## src/design/tcfh_pkg.sv

```systemverilog
`timescale 1ns / 1ps
// ----------------------------------------------------------------------------
// tcfh_pkg
// Shared types, constants and MD5 tables for the fingerprint hasher.
// ----------------------------------------------------------------------------
package tcfh_pkg;

  localparam int unsigned MaxCiphers    = 32;
  localparam int unsigned MaxExtensions = 16;
  localparam int unsigned CipherCntW    = $clog2(MaxCiphers + 1);
  localparam int unsigned ExtCntW       = $clog2(MaxExtensions + 1);

  localparam logic [31:0] SessionSalt = 32'hEB9FAD55;
  localparam logic [31:0] ResetBlk0   = 32'he95534fc;
  localparam logic [31:0] ResetBlk1   = 32'h5bdd63a7;
  localparam logic [31:0] ResetBlk2   = 32'h53b688a2;
  localparam logic [31:0] ResetBlk3   = 32'hfcb20b47;

  localparam logic [31:0] Iv0 = 32'h67452301;
  localparam logic [31:0] Iv1 = 32'hefcdab89;
  localparam logic [31:0] Iv2 = 32'h98badcfe;
  localparam logic [31:0] Iv3 = 32'h10325476;

  localparam logic [7:0] ChComma = 8'h2c;
  localparam logic [7:0] ChDash  = 8'h2d;
  localparam logic [7:0] ChZero  = 8'h30;
  localparam logic [7:0] PadMark = 8'h80;

  localparam logic [1:0] CmdVersion = 2'd0;
  localparam logic [1:0] CmdCipher  = 2'd1;
  localparam logic [1:0] CmdExt     = 2'd2;
  localparam logic [1:0] CmdFinish  = 2'd3;

  localparam logic [1:0] RegBlk0 = 2'd0;
  localparam logic [1:0] RegBlk1 = 2'd1;
  localparam logic [1:0] RegBlk2 = 2'd2;
  localparam logic [1:0] RegBlk3 = 2'd3;

  localparam logic [2:0] LastPlace = 3'd4;
  localparam logic [3:0] FinZeroFill = 4'd5;
  localparam logic [3:0] FinLenLo    = 4'd6;
  localparam logic [3:0] FinLenHi    = 4'd7;
  localparam logic [3:0] FinTail     = 4'd8;
  localparam logic [5:0] LenSlot     = 6'd56;

  typedef enum logic [3:0] {
    ST_IDLE, ST_SEP, ST_DEC, ST_FIN, ST_RD, ST_RND, ST_FOLD, ST_OUT
  } state_e;

  typedef enum logic [3:0] {
    OP_NOP, OP_ACCEPT, OP_SEP, OP_DEC, OP_FIN, OP_RD, OP_RND, OP_FOLD, OP_OUT
  } dp_op_e;

  typedef struct packed {
    dp_op_e op;
  } dp_cmd_t;

  typedef struct packed {
    logic wrap;
    logic dec_last;
    logic fin_last;
    logic full;
    logic rnd_last;
    logic out_busy;
  } dp_status_t;

  function automatic logic [31:0] md5_k(input logic [5:0] i);
    logic [31:0] k;
    unique case (i)
      6'd0: k = 32'hd76aa478;  6'd1: k = 32'he8c7b756;  6'd2: k = 32'h242070db;
      6'd3: k = 32'hc1bdceee;  6'd4: k = 32'hf57c0faf;  6'd5: k = 32'h4787c62a;
      6'd6: k = 32'ha8304613;  6'd7: k = 32'hfd469501;  6'd8: k = 32'h698098d8;
      6'd9: k = 32'h8b44f7af;  6'd10: k = 32'hffff5bb1; 6'd11: k = 32'h895cd7be;
      6'd12: k = 32'h6b901122; 6'd13: k = 32'hfd987193; 6'd14: k = 32'ha679438e;
      6'd15: k = 32'h49b40821; 6'd16: k = 32'hf61e2562; 6'd17: k = 32'hc040b340;
      6'd18: k = 32'h265e5a51; 6'd19: k = 32'he9b6c7aa; 6'd20: k = 32'hd62f105d;
      6'd21: k = 32'h02441453; 6'd22: k = 32'hd8a1e681; 6'd23: k = 32'he7d3fbc8;
      6'd24: k = 32'h21e1cde6; 6'd25: k = 32'hc33707d6; 6'd26: k = 32'hf4d50d87;
      6'd27: k = 32'h455a14ed; 6'd28: k = 32'ha9e3e905; 6'd29: k = 32'hfcefa3f8;
      6'd30: k = 32'h676f02d9; 6'd31: k = 32'h8d2a4c8a; 6'd32: k = 32'hfffa3942;
      6'd33: k = 32'h8771f681; 6'd34: k = 32'h6d9d6122; 6'd35: k = 32'hfde5380c;
      6'd36: k = 32'ha4beea44; 6'd37: k = 32'h4bdecfa9; 6'd38: k = 32'hf6bb4b60;
      6'd39: k = 32'hbebfbc70; 6'd40: k = 32'h289b7ec6; 6'd41: k = 32'heaa127fa;
      6'd42: k = 32'hd4ef3085; 6'd43: k = 32'h04881d05; 6'd44: k = 32'hd9d4d039;
      6'd45: k = 32'he6db99e5; 6'd46: k = 32'h1fa27cf8; 6'd47: k = 32'hc4ac5665;
      6'd48: k = 32'hf4292244; 6'd49: k = 32'h432aff97; 6'd50: k = 32'hab9423a7;
      6'd51: k = 32'hfc93a039; 6'd52: k = 32'h655b59c3; 6'd53: k = 32'h8f0ccc92;
      6'd54: k = 32'hffeff47d; 6'd55: k = 32'h85845dd1; 6'd56: k = 32'h6fa87e4f;
      6'd57: k = 32'hfe2ce6e0; 6'd58: k = 32'ha3014314; 6'd59: k = 32'h4e0811a1;
      6'd60: k = 32'hf7537e82; 6'd61: k = 32'hbd3af235; 6'd62: k = 32'h2ad7d2bb;
      default: k = 32'heb86d391;
    endcase
    return k;
  endfunction

  function automatic logic [4:0] md5_rot(input logic [5:0] i);
    logic [4:0] s;
    unique case ({i[5:4], i[1:0]})
      4'd0: s = 5'd7;   4'd1: s = 5'd12;  4'd2: s = 5'd17;  4'd3: s = 5'd22;
      4'd4: s = 5'd5;   4'd5: s = 5'd9;   4'd6: s = 5'd14;  4'd7: s = 5'd20;
      4'd8: s = 5'd4;   4'd9: s = 5'd11;  4'd10: s = 5'd16; 4'd11: s = 5'd23;
      4'd12: s = 5'd6;  4'd13: s = 5'd10; 4'd14: s = 5'd15; default: s = 5'd21;
    endcase
    return s;
  endfunction

  function automatic logic [3:0] md5_g(input logic [5:0] i);
    logic [3:0] g;
    unique case (i[5:4])
      2'd0: g = i[3:0];
      2'd1: g = 4'(({2'b00, i} << 2) + {2'b00, i} + 8'd1);
      2'd2: g = 4'(({2'b00, i} << 1) + {2'b00, i} + 8'd5);
      default: g = 4'(({2'b00, i} << 3) - {2'b00, i});
    endcase
    return g;
  endfunction

  function automatic logic [16:0] dec_pow(input logic [2:0] place);
    logic [16:0] p;
    unique case (place)
      3'd0: p = 17'd10000;
      3'd1: p = 17'd1000;
      3'd2: p = 17'd100;
      3'd3: p = 17'd10;
      default: p = 17'd1;
    endcase
    return p;
  endfunction

endpackage

```

## src/design/tcfh_ctrl.sv

```systemverilog
`timescale 1ns / 1ps
// ----------------------------------------------------------------------------
// tcfh_ctrl
// Sequencer: item intake, byte emission phases, MD5 block runs, result load.
// ----------------------------------------------------------------------------
module tcfh_ctrl import tcfh_pkg::*; (
  input  logic       clk_i,
  input  logic       rst_ni,
  input  logic       in_valid_i,
  input  logic [1:0] cmd_i,
  output logic       in_ready_o,
  input  dp_status_t status_i,
  output dp_cmd_t    cmd_o
);

  state_e state_q, state_d;
  state_e ret_q, ret_d;

  always_ff @(posedge clk_i or negedge rst_ni) begin
    if (!rst_ni) begin
      state_q <= ST_IDLE;
      ret_q   <= ST_IDLE;
    end else begin
      state_q <= state_d;
      ret_q   <= ret_d;
    end
  end

  always_comb begin
    state_d = state_q;
    ret_d   = ret_q;
    unique case (state_q)
      ST_IDLE: begin
        if (in_valid_i) begin
          unique case (cmd_i)
            CmdVersion: state_d = ST_DEC;
            CmdCipher, CmdExt: state_d = status_i.full ? ST_IDLE : ST_SEP;
            default: state_d = ST_FIN;
          endcase
        end
      end
      ST_SEP: begin
        if (status_i.wrap) begin
          state_d = ST_RD;
          ret_d   = ST_DEC;
        end else begin
          state_d = ST_DEC;
        end
      end
      ST_DEC: begin
        if (status_i.wrap) begin
          state_d = ST_RD;
          ret_d   = status_i.dec_last ? ST_IDLE : ST_DEC;
        end else if (status_i.dec_last) begin
          state_d = ST_IDLE;
        end
      end
      ST_FIN: begin
        if (status_i.wrap) begin
          state_d = ST_RD;
          ret_d   = status_i.fin_last ? ST_OUT : ST_FIN;
        end
      end
      ST_RD:   state_d = ST_RND;
      ST_RND:  if (status_i.rnd_last) state_d = ST_FOLD;
      ST_FOLD: state_d = ret_q;
      ST_OUT:  if (!status_i.out_busy) state_d = ST_IDLE;
      default: state_d = ST_IDLE;
    endcase
  end

  always_comb begin
    in_ready_o = 1'b0;
    cmd_o.op   = OP_NOP;
    unique case (state_q)
      ST_IDLE: begin
        in_ready_o = 1'b1;
        if (in_valid_i) cmd_o.op = OP_ACCEPT;
      end
      ST_SEP:  cmd_o.op = OP_SEP;
      ST_DEC:  cmd_o.op = OP_DEC;
      ST_FIN:  cmd_o.op = OP_FIN;
      ST_RD:   cmd_o.op = OP_RD;
      ST_RND:  cmd_o.op = OP_RND;
      ST_FOLD: cmd_o.op = OP_FOLD;
      ST_OUT:  if (!status_i.out_busy) cmd_o.op = OP_OUT;
      default: cmd_o.op = OP_NOP;
    endcase
  end

endmodule

```

## src/design/tcfh_dp.sv

```systemverilog
`timescale 1ns / 1ps
// ----------------------------------------------------------------------------
// tcfh_dp
// Datapath: text byte generation, block buffer, MD5 round unit, result regs.
// ----------------------------------------------------------------------------
module tcfh_dp import tcfh_pkg::*; (
  input  logic        clk_i,
  input  logic        rst_ni,
  input  dp_cmd_t     cmd_i,
  output dp_status_t  status_o,
  input  logic [1:0]  cmd_in_i,
  input  logic [15:0] value_i,
  input  logic [31:0] source_address_i,
  input  logic [31:0] dest_address_i,
  input  logic [15:0] source_port_i,
  input  logic [15:0] dest_port_i,
  input  logic        cfg_we_i,
  input  logic [1:0]  cfg_index_i,
  input  logic [31:0] cfg_data_i,
  input  logic        out_ready_i,
  output logic        out_valid_o,
  output logic        verdict_o,
  output logic [31:0] session_key_o,
  output logic [31:0] digest_w0_o,
  output logic [31:0] digest_w1_o,
  output logic [31:0] digest_w2_o,
  output logic [31:0] digest_w3_o,
  output logic        list_overflow_o
);

  logic [31:0] blk_q [4];
  logic [31:0] chain_q [4];
  logic [31:0] a_q, b_q, c_q, d_q;
  logic [31:0] mem_q [16];
  logic [31:0] rd_q;
  logic [9:0]  len_q;
  logic [CipherCntW-1:0] cseen_q;
  logic [ExtCntW-1:0]    eseen_q;
  logic        ovf_q;
  logic        is_cipher_q;
  logic [15:0] rem_q;
  logic [2:0]  place_q;
  logic        started_q;
  logic [3:0]  phase_q;
  logic [12:0] bits_q;
  logic [5:0]  rnd_q;
  logic [31:0] key_q;
  logic        out_valid_q;

  logic        push;
  logic [7:0]  pbyte;
  logic [16:0] pw;
  logic [3:0]  dig;
  logic [16:0] dig_val;
  logic        emit;
  logic [31:0] f, sum, rot;
  logic [63:0] rot2;
  logic [31:0] sw [4];
  logic        match;

  always_comb begin
    pw  = dec_pow(place_q);
    dig = 4'd0;
    for (int k = 1; k <= 9; k++) begin
      if ({1'b0, rem_q} >= 17'(k) * pw) dig = 4'(k);
    end
    dig_val = 17'(dig) * pw;
    emit    = (dig != 4'd0) || started_q || (place_q == LastPlace);
  end

  always_comb begin
    push  = 1'b0;
    pbyte = 8'h00;
    case (cmd_i.op)
      OP_SEP: begin
        push  = 1'b1;
        pbyte = (is_cipher_q ? (cseen_q == '0) : (eseen_q == '0)) ? ChComma : ChDash;
      end
      OP_DEC: begin
        push  = emit;
        pbyte = ChZero | {4'h0, dig};
      end
      OP_FIN: begin
        case (phase_q)
          4'd0, 4'd2: begin push = 1'b1; pbyte = ChComma; end
          4'd1, 4'd3: begin push = 1'b1; pbyte = ChZero; end
          4'd4: begin push = 1'b1; pbyte = PadMark; end
          FinZeroFill: push = (len_q[5:0] != LenSlot);
          FinLenLo: begin push = 1'b1; pbyte = bits_q[7:0]; end
          FinLenHi: begin push = 1'b1; pbyte = {3'b000, bits_q[12:8]}; end
          default: push = 1'b1;
        endcase
      end
      default: push = 1'b0;
    endcase
  end

  always_comb begin
    unique case (rnd_q[5:4])
      2'd0: f = (b_q & c_q) | (~b_q & d_q);
      2'd1: f = (d_q & b_q) | (~d_q & c_q);
      2'd2: f = b_q ^ c_q ^ d_q;
      default: f = c_q ^ (b_q | ~d_q);
    endcase
    sum  = a_q + f + md5_k(rnd_q) + rd_q;
    rot2 = {sum, sum} << md5_rot(rnd_q);
    rot  = rot2[63:32];
  end

  always_comb begin
    match = 1'b1;
    for (int i = 0; i < 4; i++) begin
      sw[i] = {chain_q[i][7:0], chain_q[i][15:8], chain_q[i][23:16], chain_q[i][31:24]};
      if (sw[i] != blk_q[i]) match = 1'b0;
    end
  end

  assign status_o.wrap     = push && (len_q[5:0] == 6'd63);
  assign status_o.dec_last = (place_q == LastPlace);
  assign status_o.fin_last = (phase_q == FinTail);
  assign status_o.full     = (cmd_in_i == CmdCipher) ?
                             (cseen_q >= CipherCntW'(MaxCiphers)) :
                             (eseen_q >= ExtCntW'(MaxExtensions));
  assign status_o.rnd_last = (rnd_q == 6'd63);
  assign status_o.out_busy = out_valid_q && !out_ready_i;

  always_ff @(posedge clk_i) begin
    if (push) mem_q[len_q[5:2]][len_q[1:0]*8 +: 8] <= pbyte;
    if (cmd_i.op == OP_RD) rd_q <= mem_q[md5_g(6'd0)];
    else if (cmd_i.op == OP_RND) rd_q <= mem_q[md5_g(rnd_q + 6'd1)];
  end

  always_ff @(posedge clk_i) begin
    if (cmd_i.op == OP_ACCEPT) begin
      rem_q       <= value_i;
      is_cipher_q <= (cmd_in_i == CmdCipher);
      key_q       <= SessionSalt ^ source_address_i ^ dest_address_i ^
                     {16'h0, source_port_i} ^ {16'h0, dest_port_i};
    end else if (cmd_i.op == OP_DEC) begin
      rem_q <= 16'({1'b0, rem_q} - dig_val);
    end
    if (cmd_i.op == OP_FIN && phase_q == 4'd4) bits_q <= {len_q, 3'b000};
    if (cmd_i.op == OP_RD) begin
      a_q <= chain_q[0]; b_q <= chain_q[1]; c_q <= chain_q[2]; d_q <= chain_q[3];
    end else if (cmd_i.op == OP_RND) begin
      a_q <= d_q; d_q <= c_q; c_q <= b_q; b_q <= b_q + rot;
    end
    if (cmd_i.op == OP_OUT) begin
      verdict_o       <= !match;
      session_key_o   <= key_q;
      digest_w0_o     <= sw[0];
      digest_w1_o     <= sw[1];
      digest_w2_o     <= sw[2];
      digest_w3_o     <= sw[3];
      list_overflow_o <= ovf_q;
    end
  end

  always_ff @(posedge clk_i or negedge rst_ni) begin
    if (!rst_ni) begin
      blk_q[0]    <= ResetBlk0;
      blk_q[1]    <= ResetBlk1;
      blk_q[2]    <= ResetBlk2;
      blk_q[3]    <= ResetBlk3;
      chain_q[0]  <= Iv0;
      chain_q[1]  <= Iv1;
      chain_q[2]  <= Iv2;
      chain_q[3]  <= Iv3;
      len_q       <= '0;
      cseen_q     <= '0;
      eseen_q     <= '0;
      ovf_q       <= 1'b0;
      place_q     <= '0;
      started_q   <= 1'b0;
      phase_q     <= '0;
      rnd_q       <= '0;
      out_valid_q <= 1'b0;
    end else begin
      if (cfg_we_i) begin
        unique case (cfg_index_i)
          RegBlk0: blk_q[0] <= cfg_data_i;
          RegBlk1: blk_q[1] <= cfg_data_i;
          RegBlk2: blk_q[2] <= cfg_data_i;
          RegBlk3: blk_q[3] <= cfg_data_i;
          default: blk_q[0] <= cfg_data_i;
        endcase
      end
      if (push) len_q <= len_q + 10'd1;
      if (out_ready_i) out_valid_q <= 1'b0;
      case (cmd_i.op)
        OP_ACCEPT: begin
          place_q   <= '0;
          started_q <= 1'b0;
          phase_q   <= '0;
          if (cmd_in_i == CmdVersion) begin
            chain_q[0] <= Iv0; chain_q[1] <= Iv1; chain_q[2] <= Iv2; chain_q[3] <= Iv3;
            len_q   <= '0;
            cseen_q <= '0;
            eseen_q <= '0;
            ovf_q   <= 1'b0;
          end else if ((cmd_in_i == CmdCipher || cmd_in_i == CmdExt) && status_o.full) begin
            ovf_q <= 1'b1;
          end
        end
        OP_SEP: begin
          if (is_cipher_q) cseen_q <= cseen_q + 1'b1;
          else eseen_q <= eseen_q + 1'b1;
        end
        OP_DEC: begin
          place_q <= place_q + 3'd1;
          if (emit) started_q <= 1'b1;
        end
        OP_FIN: begin
          if (phase_q < FinZeroFill) phase_q <= phase_q + 4'd1;
          else if (phase_q == FinZeroFill) begin
            if (len_q[5:0] == LenSlot) phase_q <= FinLenLo;
          end else if (phase_q != FinTail) phase_q <= phase_q + 4'd1;
        end
        OP_RD: rnd_q <= '0;
        OP_RND: rnd_q <= rnd_q + 6'd1;
        OP_FOLD: begin
          chain_q[0] <= chain_q[0] + a_q;
          chain_q[1] <= chain_q[1] + b_q;
          chain_q[2] <= chain_q[2] + c_q;
          chain_q[3] <= chain_q[3] + d_q;
        end
        OP_OUT: begin
          out_valid_q <= 1'b1;
          chain_q[0] <= Iv0; chain_q[1] <= Iv1; chain_q[2] <= Iv2; chain_q[3] <= Iv3;
          len_q   <= '0;
          cseen_q <= '0;
          eseen_q <= '0;
          ovf_q   <= 1'b0;
        end
        default: ;
      endcase
    end
  end

  assign out_valid_o = out_valid_q;

endmodule

```

## src/design/tls_client_fingerprint_hash.sv

```systemverilog
`timescale 1ns / 1ps
// ----------------------------------------------------------------------------
// tls_client_fingerprint_hash
// JA3-style fingerprint text builder with an MD5 engine and block verdict.
// ----------------------------------------------------------------------------
// Input beats carry cmd/value (version, cipher, extension, finish) plus the
// connection tuple, which is only used on finish. A version beat emits up to
// five digit bytes, a cipher or extension beat a separator and up to five
// digits, at one byte per cycle except while a block runs, into a 64-byte
// block buffer; a full block runs the MD5 compression on one shared round
// unit (one read setup, 64 rounds, one chain fold). A cipher or extension
// beat is dropped when its list is full. A finish beat appends ",0,0" and
// the padding, one or two blocks.
// One beat is worked on at a time; in_ready_o is high only between beats.
// Only finish produces an output beat, held in an output register until
// taken; a later beat is accepted meanwhile and only a second finish waits
// for the register to drain. Config writes (cfg_index_i 0..3 = blocked
// digest words) are taken every cycle and belong between records.
// Reset loads the MD5 initial chain, clears counts and loads the default
// blocked digest; no output beat is pending after reset.
// ----------------------------------------------------------------------------
module tls_client_fingerprint_hash import tcfh_pkg::*; (
  input  logic        clk_i,
  input  logic        rst_ni,
  input  logic        in_valid_i,
  output logic        in_ready_o,
  input  logic [1:0]  cmd_i,
  input  logic [15:0] value_i,
  input  logic [31:0] source_address_i,
  input  logic [31:0] dest_address_i,
  input  logic [15:0] source_port_i,
  input  logic [15:0] dest_port_i,
  output logic        out_valid_o,
  input  logic        out_ready_i,
  output logic        verdict_o,
  output logic [31:0] session_key_o,
  output logic [31:0] digest_w0_o,
  output logic [31:0] digest_w1_o,
  output logic [31:0] digest_w2_o,
  output logic [31:0] digest_w3_o,
  output logic        list_overflow_o,
  input  logic        cfg_valid_i,
  output logic        cfg_ready_o,
  input  logic [1:0]  cfg_index_i,
  input  logic [31:0] cfg_data_i
);

  dp_cmd_t    dp_cmd;
  dp_status_t dp_status;

  assign cfg_ready_o = 1'b1;

  tcfh_ctrl u_ctrl (
    .clk_i      (clk_i),
    .rst_ni     (rst_ni),
    .in_valid_i (in_valid_i),
    .cmd_i      (cmd_i),
    .in_ready_o (in_ready_o),
    .status_i   (dp_status),
    .cmd_o      (dp_cmd)
  );

  tcfh_dp u_dp (
    .clk_i            (clk_i),
    .rst_ni           (rst_ni),
    .cmd_i            (dp_cmd),
    .status_o         (dp_status),
    .cmd_in_i         (cmd_i),
    .value_i          (value_i),
    .source_address_i (source_address_i),
    .dest_address_i   (dest_address_i),
    .source_port_i    (source_port_i),
    .dest_port_i      (dest_port_i),
    .cfg_we_i         (cfg_valid_i),
    .cfg_index_i      (cfg_index_i),
    .cfg_data_i       (cfg_data_i),
    .out_ready_i      (out_ready_i),
    .out_valid_o      (out_valid_o),
    .verdict_o        (verdict_o),
    .session_key_o    (session_key_o),
    .digest_w0_o      (digest_w0_o),
    .digest_w1_o      (digest_w1_o),
    .digest_w2_o      (digest_w2_o),
    .digest_w3_o      (digest_w3_o),
    .list_overflow_o  (list_overflow_o)
  );

endmodule
```

## config.mk

```make
export PLATFORM = sky130hd
export DESIGN_NAME = tls_client_fingerprint_hash
export DESIGN_NICKNAME = d
export VERILOG_FILES = /design/src/design/tcfh_pkg.sv /design/src/design/tcfh_ctrl.sv /design/src/design/tcfh_dp.sv /design/src/design/tls_client_fingerprint_hash.sv
export SDC_FILE = /design/constraint.sdc
export NUM_CORES = 2
export LEC_CHECK = 0
export ABC_CLOCK_PERIOD_IN_PS = 11900
export BUFFER_PORTS_ARGS = -buffer_cell sky130_fd_sc_hd__buf_4
export CORE_MARGIN = 3
export CORE_UTILIZATION = 45
export DETAILED_ROUTE_END_ITERATION = 6
export PLACE_DENSITY = 0.61
export SETUP_SLACK_MARGIN = 0.2
export SLEW_MARGIN = 0
export SYNTH_ARGS = -nofsm -noshare
export SYNTH_HDL_FRONTEND = slang
export SYNTH_SLANG_ARGS = --single-unit
```

## constraint.sdc

```tcl
create_clock -name clk_i -period 11.9 [get_ports clk_i]
set_input_delay 0.595 -clock clk_i [delete_from_list [all_inputs] [get_ports clk_i]]
set_output_delay 0.595 -clock clk_i [all_outputs]
set_load 0.02 [all_outputs]
```

==> reports/summary.txt <==
status - complete, no violations
vias in the first global route - 49780
Rows - 144
crit-path max cell delay - 0.65 ns
cell area after synthesis - 70720 um^2
Pre-antenna DRT Iters - 6
reg2reg setup slack - 0.97 ns
min cycle time layout - 10.93 ns
Min-Delay Path Class - input pin to flip-flop
Worst path slowest cell - ha_1
Cell variety after synth - 97
Worst Skew - 0.06992 ns
Arrival @ worst endpoint - 11.42 ns
drt drc - 0
Fin. Hold Viols - 0
commonest cells after routing, fill and taps aside - edfxtp_1 (893), a21oi_1 (461), nand2_1 (456)
GRT overflow - 0
share of layout cells above drive strength 1 - 18.94%
critical path class - flip-flop to flip-flop
initial antenna violation count - 2
clock edge transition at the registers on the reported setup and hold paths - 0.06 ns
worst relative slew slack - 11.20%
Area Overhead vs Synth - 13.14%
DIE AREA - 162000 um^2
Initial Util - 45.59%
Root Driver - clkbuf_16
yosys warns - 0
WHS - 0.06958 ns
first-pass GRT wire length - 339800 um
Clock Latency Late Sink - 0.80 ns
CP Max Fanout - 15
CTS Buffer Depth - 3
DR WL/cell - 27.18 um
DR vias - 51770
# IOs - 318
final worst-path cycle share - 91.85%
DRT iter0 DRCs - 5018
Post-synth EDFFs - 893
Top FF cell, synth - edfxtp_1
Crit. End Element - flip-flop
maxcap violations - 0
Worst Path Required - 12.39 ns
RSZ-0062 raised after global routing - false
Port Buf Inserts - 316
post-synthesis instance total - 6132
Seq cells post-synth - 1192
die span in x - 402.4 um
H-tree depth - 4
Seq/Total Area, Yosys - 48.73%
Worst path most repeated cell - o21ai_0
nets - 7078
startpoint types - flip-flop
largest net degree at the start of global routing - 151
Async SR Flop Fraction - 25.08%
post-CTS setup repair buffer count - 0
Avg Cell Area, Syn - 11.53 um^2
commonest non-fill, non-tap cell in the layout - edfxtp_1
Final ANT Viol Nets - 0
total track usage - 28.21%
Final Wtd Congestion - 0.9660
# setup viols final - 0
Clock Sinks - 1192
FMAX - 91.49 MHz
Die H - 402.4 um
clock buffer count from CTS - 135
setup TNS - 0 ns
routed wire length - 232900 um
final slew viol count - 0
worst-margin pin slew - 1.327 ns
CTS tree - yes
hpwl dp - 169400 um
Placeable Area - 155100 um^2
via density per instance - 6.043
-- stage by stage --
| step | cells | util [%] | instance area, um^2 | worst slack [ns] |
|---|---|---|---|---|
| detailed placement | 8316 | 48.65 | 75470 | 1.115 |
| floorplan | 6134 | - | 70730 | 1.765 |
| global route | 8565 | 51.58 | 80010 | 0.2353 |
| global placement | 8316 | 48.65 | 75470 | 1.238 |
| finish | 8566 | 51.58 | 80020 | 0.9703 |
| CTS | 8564 | 51.57 | 80000 | 1.070 |
-- final cells by class --
type / count / area (um^2)
fillers: 13490 / 75110
flip-flops and latches: 1192 / 34480
multi-input cells: 4454 / 34470
clock buffers: 174 / 3607
repair buffers: 413 / 3177
well taps: 2044 / 2557
clock inverters: 73 / 914.6
inverters: 215 / 812.0
diodes: 1 / 2.502
-- worst paths after layout --
check,start,endpoint,cells after the start
max,u_dp.rnd_q[0],u_dp.b_q[30],39
min,cfg_data_i[11],u_dp.blk_q[107],2
max reg2reg,u_dp.rnd_q[0],u_dp.b_q[30],39
min reg2reg,u_dp.key_q[30],u_dp.session_key_o[30],0
max in group asynchronous,rst_ni,u_dp.blk_q[59],3
min in group asynchronous,rst_ni,u_dp.chain_q[57],2
-- state kept, by name, indices dropped and copies added (netlist names), 3 cells and up --
name,cells
u_ctrl.ret_q,3
u_ctrl.state_q,3
u_dp.a_q,32
u_dp.b_q,32
u_dp.bits_q,10
u_dp.blk_q,128
u_dp.c_q,32
u_dp.chain_q,128
u_dp.cseen_q,6
u_dp.d_q,32
u_dp.digest_w0_o,32
u_dp.digest_w1_o,32
u_dp.digest_w2_o,32
u_dp.digest_w3_o,32
u_dp.eseen_q,5
u_dp.key_q,32
u_dp.len_q,10
u_dp.mem_q,512
u_dp.phase_q,4
u_dp.place_q,3
u_dp.rd_q,32
u_dp.rem_q,16
u_dp.rnd_q,6
u_dp.session_key_o,32
-- layer usage --
layer	GRT usage, %	vias up	wire, um
li1	-	23320	-
met1	38.40	25900	97590
met2	44.42	2082	107300
met3	4.451	458	15390
met4	13.28	0	12580
met5	0	-	0
-- cell usage after synthesis (134+ instances only) --
cell type	count	share of area [%]
edfxtp_1	893	38
a21oi_1	462	3.3
nand2_1	457	2.4
nor2_1	433	2.3
ha_1	401	7.1
o21ai_0	378	2.7
mux2_2	282	4.5
xor2_1	236	2.9
xnor2_1	219	2.7
inv_1	205	1.1
clkbuf_1	179	0.95
dfrtp_1	166	5.9
nor3_1	137	0.97
mux4_2	134	4.3
-- worst max-delay path, delay by kind of cell, from the launching register on --
kind | cells | cell delay (ns)
and+or+nand+nor | 9 | 1.89
buffers and inverters | 3 | 0.69
xor gates and xnor gates | 1 | 0.14
DFF | 1 | 0.46
muxes | 1 | 0.08
adders and majority gates | 7 | 3.03
AOI/OAI and AO/OA | 18 | 4.32
-- cell families (layout without fill, tap and decap cells) --
logic type / after synthesis / in the layout / synth area share [%]
other: 2 / 5 / 0.01062
adders and majority gates: 514 / 514 / 10.29
xor gates and xnor gates: 457 / 457 / 5.690
and+or+nand+nor: 1497 / 1497 / 9.736
muxes: 519 / 519 / 10.22
buffers and inverters: 488 / 875 / 2.710
AOI/OAI and AO/OA: 1463 / 1463 / 12.61
DFF: 1192 / 1192 / 48.73
-- what timing repair did --
action	4_1_cts	5_1_grt
setup endpoints to repair	0	2
hold buffers	1	0
gates resized for setup	0	1
endpoints found under the hold margin	56	0
Power is not shown: default switching activity piles up to over one toggle a cycle in this logic, so the estimate is an artifact.
